### config.mk
export PLATFORM = sky130hd
export DESIGN_NAME = lap_stopwatch_display_writer
export DESIGN_NICKNAME = d
export VERILOG_FILES = /design/src/hw/rtl/lsdw_pkg.sv /design/src/hw/rtl/lap_stopwatch_display_writer.sv /design/src/hw/rtl/lsdw_front.sv /design/src/hw/rtl/lsdw_cmd_fifo.sv /design/src/hw/rtl/lsdw_back.sv
export VERILOG_INCLUDE_DIRS = /design/src /design/src/hw/rtl
export SDC_FILE = /design/constraint.sdc
export NUM_CORES = 1
export LEC_CHECK = 0
export BUFFER_PORTS_ARGS = -buffer_cell sky130_fd_sc_hd__buf_2
export CAP_MARGIN = 10
export CELL_PAD_IN_SITES_DETAIL_PLACEMENT = 1
export CELL_PAD_IN_SITES_GLOBAL_PLACEMENT = 2
export CORE_MARGIN = 4
export CORE_UTILIZATION = 43
export CTS_CLUSTER_DIAMETER = 80
export DETAILED_ROUTE_END_ITERATION = 8
export PLACE_DENSITY_LB_ADDON = 0.05
export SYNTH_ARGS = -nofsm -noshare
export SYNTH_HDL_FRONTEND = slang
export SYNTH_SLANG_ARGS = --single-unit
### constraint.sdc
create_clock -name clk_i -period 7.81 [get_ports clk_i]
set_input_delay 0.3905 -clock clk_i [delete_from_list [all_inputs] [get_ports clk_i]]
set_output_delay 0.3905 -clock clk_i [all_outputs]
set_load 0.005 [all_outputs]
### src/hw/rtl/lap_stopwatch_display_writer_assert.svh
// Assertion helpers shared by the stopwatch display writer modules.
// Both expect clk_i and rst_ni in scope.
`ifndef LAP_STOPWATCH_DISPLAY_WRITER_ASSERT_SVH
`define LAP_STOPWATCH_DISPLAY_WRITER_ASSERT_SVH

// Property must hold at every clock edge outside reset.
`define LSDW_ASSERT(lbl, prop, msg) \
  lbl: assert property (@(posedge clk_i) disable iff (!rst_ni) (prop)) else $error(msg);

// Condition must never be seen outside reset.
`define LSDW_ASSERT_NEVER(lbl, cond, msg) \
  lbl: assert property (@(posedge clk_i) disable iff (!rst_ni) !(cond)) else $error(msg);

`endif

### src/hw/rtl/lsdw_pkg.sv
`timescale 1ns / 1ps
`default_nettype none
package lsdw_pkg;

  typedef enum logic [1:0] {
    REQ_TICK  = 2'd0,
    REQ_KEY   = 2'd1,
    REQ_LIGHT = 2'd2
  } req_type_e;

  typedef enum logic [1:0] {
    MODE_STOPPED = 2'd0,
    MODE_RUNNING = 2'd1,
    MODE_FROZEN  = 2'd2
  } run_mode_e;

  typedef enum logic {
    OP_DIGITS = 1'b0,
    OP_LEVEL  = 1'b1
  } cmd_op_e;

  localparam logic [6:0] HUND_MAX   = 7'd99;
  localparam logic [5:0] SEC_MAX    = 6'd59;
  localparam logic [5:0] MIN_MAX    = 6'd59;
  localparam logic [4:0] HRS_MAX    = 5'd23;
  localparam logic [7:0] DP_BIT     = 8'h80;
  localparam logic [3:0] LEVEL_ADDR = 4'hA;
  localparam int         CMD_DEPTH  = 2;

  // One queued job for the write sequencer. For digit jobs, pairs 0..last_pair
  // are written; vals[i] is the value shown on digit pair i.
  typedef struct packed {
    cmd_op_e         op;
    logic [1:0]      last_pair;
    logic [3:0][6:0] vals;
    logic [3:0]      level;
  } cmd_t;

  typedef struct packed {
    logic [3:0] tens;
    logic [3:0] ones;
  } digits_t;

  // sample * 15 / 255 == sample / 17; 241 / 4096 is exact over 0..255.
  function automatic logic [3:0] level_of(logic [7:0] sample);
    logic [15:0] prod;
    prod = 16'(sample) * 16'd241;
    return prod[15:12];
  endfunction

  // x / 10 == (x * 103) >> 10 for x below 179.
  function automatic digits_t split_digits(logic [6:0] v);
    logic [13:0] prod;
    logic [6:0]  tens_x10;
    digits_t     d;
    prod     = 14'(v) * 14'd103;
    d.tens   = prod[13:10];
    tens_x10 = 7'(d.tens) * 7'd10;
    d.ones   = 4'(v - tens_x10);
    return d;
  endfunction

endpackage
`default_nettype wire

### src/hw/rtl/lap_stopwatch_display_writer.sv
`timescale 1ns / 1ps
`default_nettype none
// Stopwatch with lap hold that emits display controller register writes
// (addr 1..8 digits, hundredths on 1/2 up to hours on 7/8, addr 10 intensity).
// Items are taken at one per cycle while the job queue (two entries) has
// room; each item is classified and the counters updated in that cycle. A
// sequencer behind the queue sends one write per cycle, while the reader
// keeps popping, through a one-entry output register. An item causes two
// writes for a tick that only moves the hundredths, one for a light sample,
// up to eight for a tick that ripples to the hours or a press that unfreezes
// the display, none for items that write nothing. With the queue and output
// register idle, the job is queued, then its first write is registered.
module lap_stopwatch_display_writer (
  input  wire logic       clk_i,
  input  wire logic       rst_ni,
  input  wire logic       push,
  output logic            full,
  input  wire logic [1:0] req_type_i,
  input  wire logic       key_level_i,
  input  wire logic [7:0] light_sample_i,
  output logic            empty,
  input  wire logic       pop,
  output logic [3:0]      reg_addr_o,
  output logic [7:0]      reg_data_o,
  output logic            last_o
);
  import lsdw_pkg::*;

  cmd_t front_cmd, head_cmd;
  logic front_valid, cmd_empty, cmd_pop;

  lsdw_front u_front (
    .clk_i          (clk_i),
    .rst_ni         (rst_ni),
    .accept_i       (push && !full),
    .req_type_i     (req_type_i),
    .key_level_i    (key_level_i),
    .light_sample_i (light_sample_i),
    .cmd_o          (front_cmd),
    .cmd_valid_o    (front_valid)
  );

  lsdw_cmd_fifo u_cmd_fifo (
    .clk_i     (clk_i),
    .rst_ni    (rst_ni),
    .wr_i      (front_valid),
    .wr_data_i (front_cmd),
    .full_o    (full),
    .rd_i      (cmd_pop),
    .rd_data_o (head_cmd),
    .empty_o   (cmd_empty)
  );

  lsdw_back u_back (
    .clk_i       (clk_i),
    .rst_ni      (rst_ni),
    .cmd_valid_i (!cmd_empty),
    .cmd_i       (head_cmd),
    .cmd_pop_o   (cmd_pop),
    .empty_o     (empty),
    .pop_i       (pop),
    .reg_addr_o  (reg_addr_o),
    .reg_data_o  (reg_data_o),
    .last_o      (last_o)
  );

endmodule
`default_nettype wire

### src/hw/rtl/lsdw_front.sv
`timescale 1ns / 1ps
`default_nettype none
module lsdw_front (
  input  wire logic          clk_i,
  input  wire logic          rst_ni,
  input  wire logic          accept_i,
  input  wire logic [1:0]    req_type_i,
  input  wire logic          key_level_i,
  input  wire logic [7:0]    light_sample_i,
  output lsdw_pkg::cmd_t     cmd_o,
  output logic               cmd_valid_o
);
  import lsdw_pkg::*;

  logic [6:0] hund_q, hund_d, hund_inc;
  logic [5:0] sec_q, sec_d, sec_inc;
  logic [5:0] min_q, min_d, min_inc;
  logic [4:0] hrs_q, hrs_d, hrs_inc;
  logic       wrap_h, wrap_s, wrap_m, wrap_hr;
  logic       tick, press;
  run_mode_e  mode_q, mode_d;

  assign tick  = accept_i && (req_type_e'(req_type_i) == REQ_TICK);
  assign press = accept_i && (req_type_e'(req_type_i) == REQ_KEY) && key_level_i;

  assign hund_inc = hund_q + 7'd1;
  assign sec_inc  = sec_q + 6'd1;
  assign min_inc  = min_q + 6'd1;
  assign hrs_inc  = hrs_q + 5'd1;
  assign wrap_h   = hund_inc > HUND_MAX;
  assign wrap_s   = sec_inc > SEC_MAX;
  assign wrap_m   = min_inc > MIN_MAX;
  assign wrap_hr  = hrs_inc > HRS_MAX;

  // Counters keep running while the display is frozen.
  always_comb begin
    hund_d = hund_q;
    sec_d  = sec_q;
    min_d  = min_q;
    hrs_d  = hrs_q;
    if (tick && mode_q != MODE_STOPPED) begin
      hund_d = wrap_h ? 7'd0 : hund_inc;
      if (wrap_h) begin
        sec_d = wrap_s ? 6'd0 : sec_inc;
        if (wrap_s) begin
          min_d = wrap_m ? 6'd0 : min_inc;
          if (wrap_m) begin
            hrs_d = wrap_hr ? 5'd0 : hrs_inc;
          end
        end
      end
    end
  end

  always_comb begin
    mode_d = mode_q;
    if (press) begin
      unique case (mode_q)
        MODE_STOPPED: mode_d = MODE_RUNNING;
        MODE_RUNNING: mode_d = MODE_FROZEN;
        default:      mode_d = MODE_RUNNING;
      endcase
    end
  end

  // Classify the item into a write job; post-update values are what is shown.
  always_comb begin
    cmd_valid_o     = 1'b0;
    cmd_o.op        = OP_DIGITS;
    cmd_o.last_pair = 2'd0;
    cmd_o.vals      = {7'(hrs_d), 7'(min_d), 7'(sec_d), hund_d};
    cmd_o.level     = level_of(light_sample_i);
    if (accept_i) begin
      unique case (req_type_e'(req_type_i))
        REQ_TICK: begin
          if (mode_q != MODE_STOPPED && mode_q != MODE_FROZEN) begin
            cmd_valid_o     = 1'b1;
            cmd_o.last_pair = !wrap_h ? 2'd0 : !wrap_s ? 2'd1 : !wrap_m ? 2'd2 : 2'd3;
          end
        end
        REQ_KEY: begin
          if (key_level_i && mode_q != MODE_STOPPED && mode_q != MODE_RUNNING) begin
            cmd_valid_o     = 1'b1;
            cmd_o.last_pair = 2'd3;
          end
        end
        REQ_LIGHT: begin
          cmd_valid_o = 1'b1;
          cmd_o.op    = OP_LEVEL;
        end
        default: ;
      endcase
    end
  end

  always_ff @(posedge clk_i or negedge rst_ni) begin
    if (!rst_ni) begin
      hund_q <= '0;
      sec_q  <= '0;
      min_q  <= '0;
      hrs_q  <= '0;
      mode_q <= MODE_STOPPED;
    end else begin
      hund_q <= hund_d;
      sec_q  <= sec_d;
      min_q  <= min_d;
      hrs_q  <= hrs_d;
      mode_q <= mode_d;
    end
  end

endmodule
`default_nettype wire

### src/hw/rtl/lsdw_cmd_fifo.sv
`timescale 1ns / 1ps
`default_nettype none
module lsdw_cmd_fifo (
  input  wire logic          clk_i,
  input  wire logic          rst_ni,
  input  wire logic          wr_i,
  input  wire lsdw_pkg::cmd_t wr_data_i,
  output logic               full_o,
  input  wire logic          rd_i,
  output lsdw_pkg::cmd_t     rd_data_o,
  output logic               empty_o
);
  import lsdw_pkg::*;
  `include "lap_stopwatch_display_writer_assert.svh"

  localparam int PtrW = (CMD_DEPTH > 1) ? $clog2(CMD_DEPTH) : 1;
  localparam int CntW = $clog2(CMD_DEPTH + 1);

  cmd_t            mem_q [CMD_DEPTH];
  logic [PtrW-1:0] wr_ptr_q, wr_ptr_d, rd_ptr_q, rd_ptr_d;
  logic [CntW-1:0] count_q, count_d;

  assign full_o    = count_q == CntW'(CMD_DEPTH);
  assign empty_o   = count_q == '0;
  assign rd_data_o = mem_q[rd_ptr_q];

  always_comb begin
    wr_ptr_d = wr_ptr_q;
    rd_ptr_d = rd_ptr_q;
    if (wr_i) begin
      wr_ptr_d = (wr_ptr_q == PtrW'(CMD_DEPTH - 1)) ? '0 : wr_ptr_q + PtrW'(1);
    end
    if (rd_i) begin
      rd_ptr_d = (rd_ptr_q == PtrW'(CMD_DEPTH - 1)) ? '0 : rd_ptr_q + PtrW'(1);
    end
    priority if (wr_i && !rd_i) begin
      count_d = count_q + CntW'(1);
    end else if (rd_i && !wr_i) begin
      count_d = count_q - CntW'(1);
    end else begin
      count_d = count_q;
    end
  end

  always_ff @(posedge clk_i) begin
    if (wr_i) begin
      mem_q[wr_ptr_q] <= wr_data_i;
    end
  end

  always_ff @(posedge clk_i or negedge rst_ni) begin
    if (!rst_ni) begin
      wr_ptr_q <= '0;
      rd_ptr_q <= '0;
      count_q  <= '0;
    end else begin
      wr_ptr_q <= wr_ptr_d;
      rd_ptr_q <= rd_ptr_d;
      count_q  <= count_d;
    end
  end

  `LSDW_ASSERT(a_count_bound, count_q <= CntW'(CMD_DEPTH), "job queue count overflow")
  `LSDW_ASSERT_NEVER(a_no_write_full, wr_i && full_o, "job written into full queue")
  `LSDW_ASSERT_NEVER(a_no_read_empty, rd_i && empty_o, "job read from empty queue")

endmodule
`default_nettype wire

### src/hw/rtl/lsdw_back.sv
`timescale 1ns / 1ps
`default_nettype none
module lsdw_back (
  input  wire logic          clk_i,
  input  wire logic          rst_ni,
  input  wire logic          cmd_valid_i,
  input  wire lsdw_pkg::cmd_t cmd_i,
  output logic               cmd_pop_o,
  output logic               empty_o,
  input  wire logic          pop_i,
  output logic [3:0]         reg_addr_o,
  output logic [7:0]         reg_data_o,
  output logic               last_o
);
  import lsdw_pkg::*;
  `include "lap_stopwatch_display_writer_assert.svh"

  logic       out_valid_q, out_valid_d;
  logic [2:0] step_q, step_d;
  logic [3:0] addr_q, w_addr;
  logic [7:0] data_q, w_data;
  logic       last_q, w_last;
  logic       load;
  digits_t    digits;

  assign load   = cmd_valid_i && (!out_valid_q || pop_i);
  // step_q[2:1] picks the digit pair, step_q[0] ones (0) or tens (1).
  assign digits = split_digits(cmd_i.vals[step_q[2:1]]);

  always_comb begin
    unique case (cmd_i.op)
      OP_DIGITS: begin
        w_addr = {1'b0, step_q} + 4'd1;
        w_data = step_q[0] ? {4'd0, digits.tens} : (DP_BIT | {4'd0, digits.ones});
        w_last = step_q[0] && (step_q[2:1] == cmd_i.last_pair);
      end
      OP_LEVEL: begin
        w_addr = LEVEL_ADDR;
        w_data = {4'd0, cmd_i.level};
        w_last = 1'b1;
      end
      default: begin
        w_addr = LEVEL_ADDR;
        w_data = '0;
        w_last = 1'b1;
      end
    endcase
  end

  assign cmd_pop_o = load && w_last;

  always_comb begin
    step_d = step_q;
    if (load) begin
      step_d = w_last ? 3'd0 : step_q + 3'd1;
    end
    priority if (load) begin
      out_valid_d = 1'b1;
    end else if (pop_i) begin
      out_valid_d = 1'b0;
    end else begin
      out_valid_d = out_valid_q;
    end
  end

  always_ff @(posedge clk_i or negedge rst_ni) begin
    if (!rst_ni) begin
      out_valid_q <= 1'b0;
      step_q      <= '0;
    end else begin
      out_valid_q <= out_valid_d;
      step_q      <= step_d;
    end
  end

  always_ff @(posedge clk_i) begin
    if (load) begin
      addr_q <= w_addr;
      data_q <= w_data;
      last_q <= w_last;
    end
  end

  assign empty_o    = !out_valid_q;
  assign reg_addr_o = addr_q;
  assign reg_data_o = data_q;
  assign last_o     = last_q;

  `LSDW_ASSERT(a_step_in_job,
    !(cmd_valid_i && cmd_i.op == OP_DIGITS) || (step_q[2:1] <= cmd_i.last_pair),
    "write step ran past the last digit pair")
  `LSDW_ASSERT(a_level_single, !(cmd_valid_i && cmd_i.op == OP_LEVEL) || (step_q == 3'd0),
    "intensity job entered mid-sequence")

endmodule
`default_nettype wire

**After elaboration in Yosys (flattened, before gate mapping)**

Memories as Yosys holds them, arrays and structs flattened.
Index checks and enable logic that the tools add are counted.

- Bits in registers: 47
- RAM bits: 62
- Logic and storage cells: 107
- Memories: 1

- $add $sub $neg: 11
- Multiply operators: 3
- Magnitude comparators: 5
- Equality and inequality tests: 7
- Mux-type cells: 42
- Bitwise logic cells: 1
- Reductions and logical operators: 24

Memory list:

| memory | words | width | read ports | clocked after Yosys merged registers in | wr ports | RTL line | text |
|---|---|---|---|---|---|---|---|
| u_cmd_fifo.mem_q | 2 | 31 | 1 | 0 | 1 | lsdw_cmd_fifo.sv:19 | `cmd_t mem_q [CMD_DEPTH];` |

Operators with widths:

| operator | count |
|---|---|
| 2-to-1 mux 6 bit | 7 |
| 2-to-1 mux 5 bit | 5 |
| 2-to-1 mux 7 bit | 3 |
| multiplier 8 x 8 -> 16 bit, second input constant | 1 |
| case mux 8 bit (2 select lines) | 1 |
| binary-select mux 7 bit (select 2 bit) | 1 |
| multiplier 7 x 7 -> 14 bit, second input constant | 1 |
| 2-to-1 mux 2 bit | 7 |
| logical AND 1 bit | 13 |
| adder 6 x 1 -> 6 bit, second input constant | 2 |
| > comparator 6 bit, second input constant | 2 |
| 2-to-1 mux 1 bit | 11 |
| 2-to-1 mux 8 bit | 1 |
| case mux 4 bit (2 select lines) | 1 |
| adder 7 x 1 -> 7 bit, second input constant | 1 |
| > comparator 7 bit, second input constant | 1 |
| 2-to-1 mux 3 bit | 2 |
| nonzero test 2 bit | 3 |
| adder 5 x 1 -> 5 bit, second input constant | 1 |
| > comparator 5 bit, second input constant | 1 |
| zero test 1 bit | 5 |
| adder 3 x 1 -> 4 bit, second input constant | 1 |
| equality test 2 x 1 -> 1 bit, second input constant | 2 |
| equality test 2 bit, second input constant | 2 |
| other kinds (16) | 18 |

**Logic depth before layout (Yosys ltp)**

- Word-level depth: 10
- Depth in mapped cells: 26

**Cells and area by module**

Synthesis repeated with hierarchy kept, for this count alone.

- Cells, all modules: 612
- Area total of the unflattened synthesis: 7551.0 sq um

Modules (own cells, without submodules):

| module | times used | cells each | area each (sq um) |
|---|---|---|---|
| lsdw_cmd_fifo | 1 | 125 | 2862.7 |
| lsdw_front | 1 | 296 | 2711.4 |
| lsdw_back | 1 | 189 | 1959.4 |
| lap_stopwatch_display_writer | 1 | 2 | 17.5 |

**Worst setup path after synthesis**

Ideal clock, no wire load.

- Kind: flip-flop to flip-flop
- Start point: register u_cmd_fifo.rd_ptr_q
- End point: register u_back.data_q[3], in the netlist u_back.reg_data_o[3] (data pin)
- Data arrival time: 6.031 ns
- Required time: 7.550 ns
- Setup slack: 1.519 ns
- Stages on the path, launching flop included: 24
- Period minus slack after synthesis: 6.291 ns
- Path through: dfrtp_1 > buf_2 > buf_1 > buf_2 > mux4_2 > mux2i_1 > inv_1 > ha_1 > fa_1 > fa_1 > ha_1 > ha_1 > a21oi_1 > nand2_1 > o21a_1 > o31ai_1 > inv_1 > ha_1 > fa_1 > xnor2_1 > xnor2_1 > nand2_1 > o31ai_1 > nor4_1

- Word-level cells in the longest chain between the ends: 8

RTL lines:

| item | RTL line | text |
|---|---|---|
| start: declaration | lsdw_cmd_fifo.sv:20 | `logic [PtrW-1:0] wr_ptr_q, wr_ptr_d, rd_ptr_q, rd_ptr_d;` |
| start signal: assignment | lsdw_cmd_fifo.sv:58 | `rd_ptr_q <= rd_ptr_d;` |
| memory read (2 x 31 bit) (*) | n/a |  |
| binary-select mux 7 bit (select 2 bit) | lsdw_back.sv:28 | `assign digits = split_digits(cmd_i.vals[step_q[2:1]]);` |
| 2-to-1 mux 7 bit (implied by the code) | lsdw_back.sv:28 |  |
| multiplier 7 x 7 -> 14 bit | lsdw_pkg.sv:56 | `prod = 14'(v) * 14'd103;` |
| multiplier 4 x 3 -> 3 bit | lsdw_pkg.sv:58 | `tens_x10 = 7'(d.tens) * 7'd10;` |
| subtractor 4 bit | lsdw_pkg.sv:59 | `d.ones = 4'(v - tens_x10);` |
| 2-to-1 mux 8 bit | lsdw_back.sv:34 | `w_data = step_q[0] ? {4'd0, digits.tens} : (DP_BIT \| {4'd0, digits.ones});` |
| case mux 8 bit (2 select lines) (*) | lsdw_back.sv:31 | `unique case (cmd_i.op)` |
| named net u_back.w_data[3] | lsdw_back.sv:21 | `logic [7:0] data_q, w_data;` |
| end signal: assignment | lsdw_back.sv:79 | `data_q <= w_data;` |
| end: declaration | lsdw_back.sv:21 |  |

The timed path passes the listed nets; every way through them passes the cells marked *. The select of a mux whose other input is x is not followed.
A chain may end at the register's enable or synchronous reset.

**Worst setup path in the final report**

Ends and elaborated chain as after synthesis.

==> run metrics <==
initial drt markers=197; Crit-path slowest cell=dfrtp_1; CTS Hold Bufs=0; Worst-path clk slew=80 ps; Layout area overhead=9.730%; Crit path required time=7970 ps; Area contributors post-synth=edfxtp_1 31%, ha_1 15%, dfrtp_1 12%; Max Slew Vio Count=0; nets@finish=720; MaxCap Viol Count=0; worst hold path class=input pin to asynchronous set/reset pin; post-synthesis async set-or-reset flop share=0.3238; Finished Layout Cells=818; Tcrit/Tclk final=0.8457; Tot GR Track Use=0.1729; slew margin rel.=0.4439; largest net degree at the start of global routing=35; top_reg_cell synth=edfxtp_1; Worst Max-Slew Pin Slew=834.1 ps; YS warnings=0; hpwl dp=11320 um; drt wl/cell=17.91 um; placed cells=802; Netlist cell types=66; Post-CTS Setup Repair Bufs=0; setup TNS=0 ps; most frequent cell after synthesis=ha_1; area of the die=17930 um^2; Post-synth top cells=80 x ha_1, 71 x edfxtp_1, 50 x inv_1; CP max FO=12; unrepaired setup endpoints after global routing=no; post-CTS sizing=0; Overflow after GRT=0; cell-by-cell trace of the critical path=mux4_2 -> mux2i_1 -> inv_1 -> ha_1 -> fa_1 -> fa_1 -> ha_1 -> ha_1 -> a21oi_1 -> nand2_1 -> o21a_1 -> o31ai_1 -> inv_1 -> ha_1 -> fa_1 -> xnor2_1 -> xnor2_1 -> nor3_1 -> o221a_2 -> nor4_1; TritonRoute pass-1 iters=4; vias=4490; number of cells produced by synthesis=575; Hold Violations, Final=0; post-synthesis sequential area ratio=0.4377; Setup Slack @ Placement=1198 ps; CTS tree=built; ant diodes=0; Max clock buf depth=2; kind of critical path=flip-flop to flip-flop; top-level I/O count=30; flops & latches, synth=105; port bufs=26; fmax=0.1514 GHz; antenna-violating nets left=0; cell accounting for the most synthesized area=edfxtp_1; vias in the first global route=4716; first-pass GRT wire length=24560 um; Synth top area share=0.3128; CORE AREA=15370 um^2; TritonCTS Buffers=9; number of vias per cell=5.489; Critical Path Sink Type=flip-flop; final core occ=0.4865; Startpoint Class=flip-flop; EDFF count, synth=71; die width=133.9 um; status=completed; clock skew=11.84 ps; Synth Cell Area=6815 um^2; cell family with most CP delay=adder cells; WP buf/inv=2; H-tree levels=3; row cnt=45; clk sink count=105; layout cell share with drive strength beyond 1=0.1269; min cycle time layout=6605 ps; # setup viols final=0; Avg Cell Area, Syn=11.85 um^2; final setup margin=1205 ps; Clk Tree Root Cell=clkbuf_16; Largest stage delay, worst path=810 ps; Starting Density=0.4434; final wirelength=14650 um; RD Place Congestion=0.7886; Crit path top cell by count=ha_1; initial antenna violation count=1; DRC errors left=0; CP arrival=6770 ps; worst skew pair latency=350 ps; fillers=1634; Die H=133.9 um
-- metrics by stage --
step | hold WS [ps] | area, um^2
2_1_floorplan | 94.91 | 6823
3_3_place_gp | 486.0 | 7171
3_5_place_dp | 490.2 | 7171
4_1_cts | 167.6 | 7478
5_1_grt | 207.1 | 7478
6_report | 136.9 | 7478
-- routing by layer --
metal  vias up  wire, um  part of all wire  GRT usage
met5         -         0                 0          0
met4         0       159             0.011    0.04686
met3        10       278             0.019    0.02438
met2        50      6949              0.47     0.2810
met1      2270      7264              0.50     0.2448
li1       2160         -                 -          -
-- flip-flops by register name (all words and copies together) (netlist names) --
name and flops:
u_cmd_fifo.wr_ptr_q 1, u_cmd_fifo.rd_ptr_q 1, u_front.mode_q 2, u_front.min_q 6
u_front.hrs_q 5, u_cmd_fifo.count_q 2, u_back.step_q 3, u_front.hund_q 7
u_front.sec_q 6, u_back.reg_addr_o 4, u_back.last_o 1, u_back.out_valid_q 1
u_back.reg_data_o 4, u_cmd_fifo.mem_q 62
-- area by class of cell --
cell class / instances / area, um^2 / share of cell area
well taps: 211 / 264.0 / 0.03530
clock buffers: 10 / 229.0 / 0.03062
inverters: 50 / 187.7 / 0.02510
repair buffers: 30 / 160.2 / 0.02142
clock inverters: 6 / 78.83 / 0.01054
multi-input cells: 406 / 3576 / 0.4782
flip-flops and latches: 105 / 2983 / 0.3989
-- worst register-to-register path, cell delays in order, from the launching register on --
cell and delay [ps]:
dfrtp_1 810, mux4_2 600, mux2i_1 330, inv_1 150, ha_1 360, fa_1 510
fa_1 490, ha_1 310, ha_1 330, a21oi_1 200, nand2_1 120, o21a_1 190
o31ai_1 490, inv_1 100, ha_1 220, fa_1 380, xnor2_1 180, xnor2_1 160
nor3_1 70, o221a_2 140, nor4_1 260
-- final timing paths --
kind                                                 start                              to  slack, ps  cells past startpoint
setup / recovery           u_cmd_fifo.rd_ptr_q$_DFFE_PN0P_  u_back.reg_data_o[3]$_DFFE_PP_       1210                     20
hold / removal                                      rst_ni      u_front.sec_q[1]$_DFF_PN0_        140                      1
setup reg to reg           u_cmd_fifo.rd_ptr_q$_DFFE_PN0P_  u_back.reg_data_o[3]$_DFFE_PP_       1210                     20
hold reg to reg             u_back.out_valid_q$_DFFE_PN0P_  u_back.out_valid_q$_DFFE_PN0P_        510                      2
max in group asynchronous                           rst_ni    u_back.step_q[2]$_DFFE_PN0P_       7140                      1
min in group clk_i                                     pop  u_back.out_valid_q$_DFFE_PN0P_        310                      3
-- placed cells by master (no fill, tap or decap), types with 8 or more instances in the layout --
| cell type | synthesis | final |
|---|---|---|
| nand3_1 | 16 | 16 |
| o21ai_0 | 24 | 24 |
| mux2i_1 | 10 | 10 |
| ha_1 | 80 | 80 |
| nor2_1 | 27 | 27 |
| nand2b_1 | 10 | 10 |
| buf_2 | 3 | 26 |
| fa_1 | 23 | 23 |
| a21oi_1 | 20 | 20 |
| inv_1 | 50 | 50 |
| edfxtp_1 | 71 | 71 |
| nand2_1 | 35 | 35 |
| o31ai_1 | 13 | 13 |
| clkbuf_16 | 0 | 9 |
| nor3_1 | 12 | 12 |
| xor2_1 | 9 | 9 |
| xnor2_1 | 11 | 11 |
| dfrtp_1 | 34 | 34 |
| nor2b_1 | 9 | 8 |
| mux4_2 | 11 | 11 |
-- kinds of logic after synthesis --
logic type	count (synthesis)	share of synthesized area
compound gates	116	0.1215
xor+xnor	20	0.02570
fa+ha+maj	103	0.2144
buf+inv	66	0.03910
flops	105	0.4377
mux	24	0.05599
other cells	1	0.0005502
simple gates	140	0.1050
Power is not shown: default switching activity piles up to over one toggle a cycle in this logic, so the estimate is an artifact.
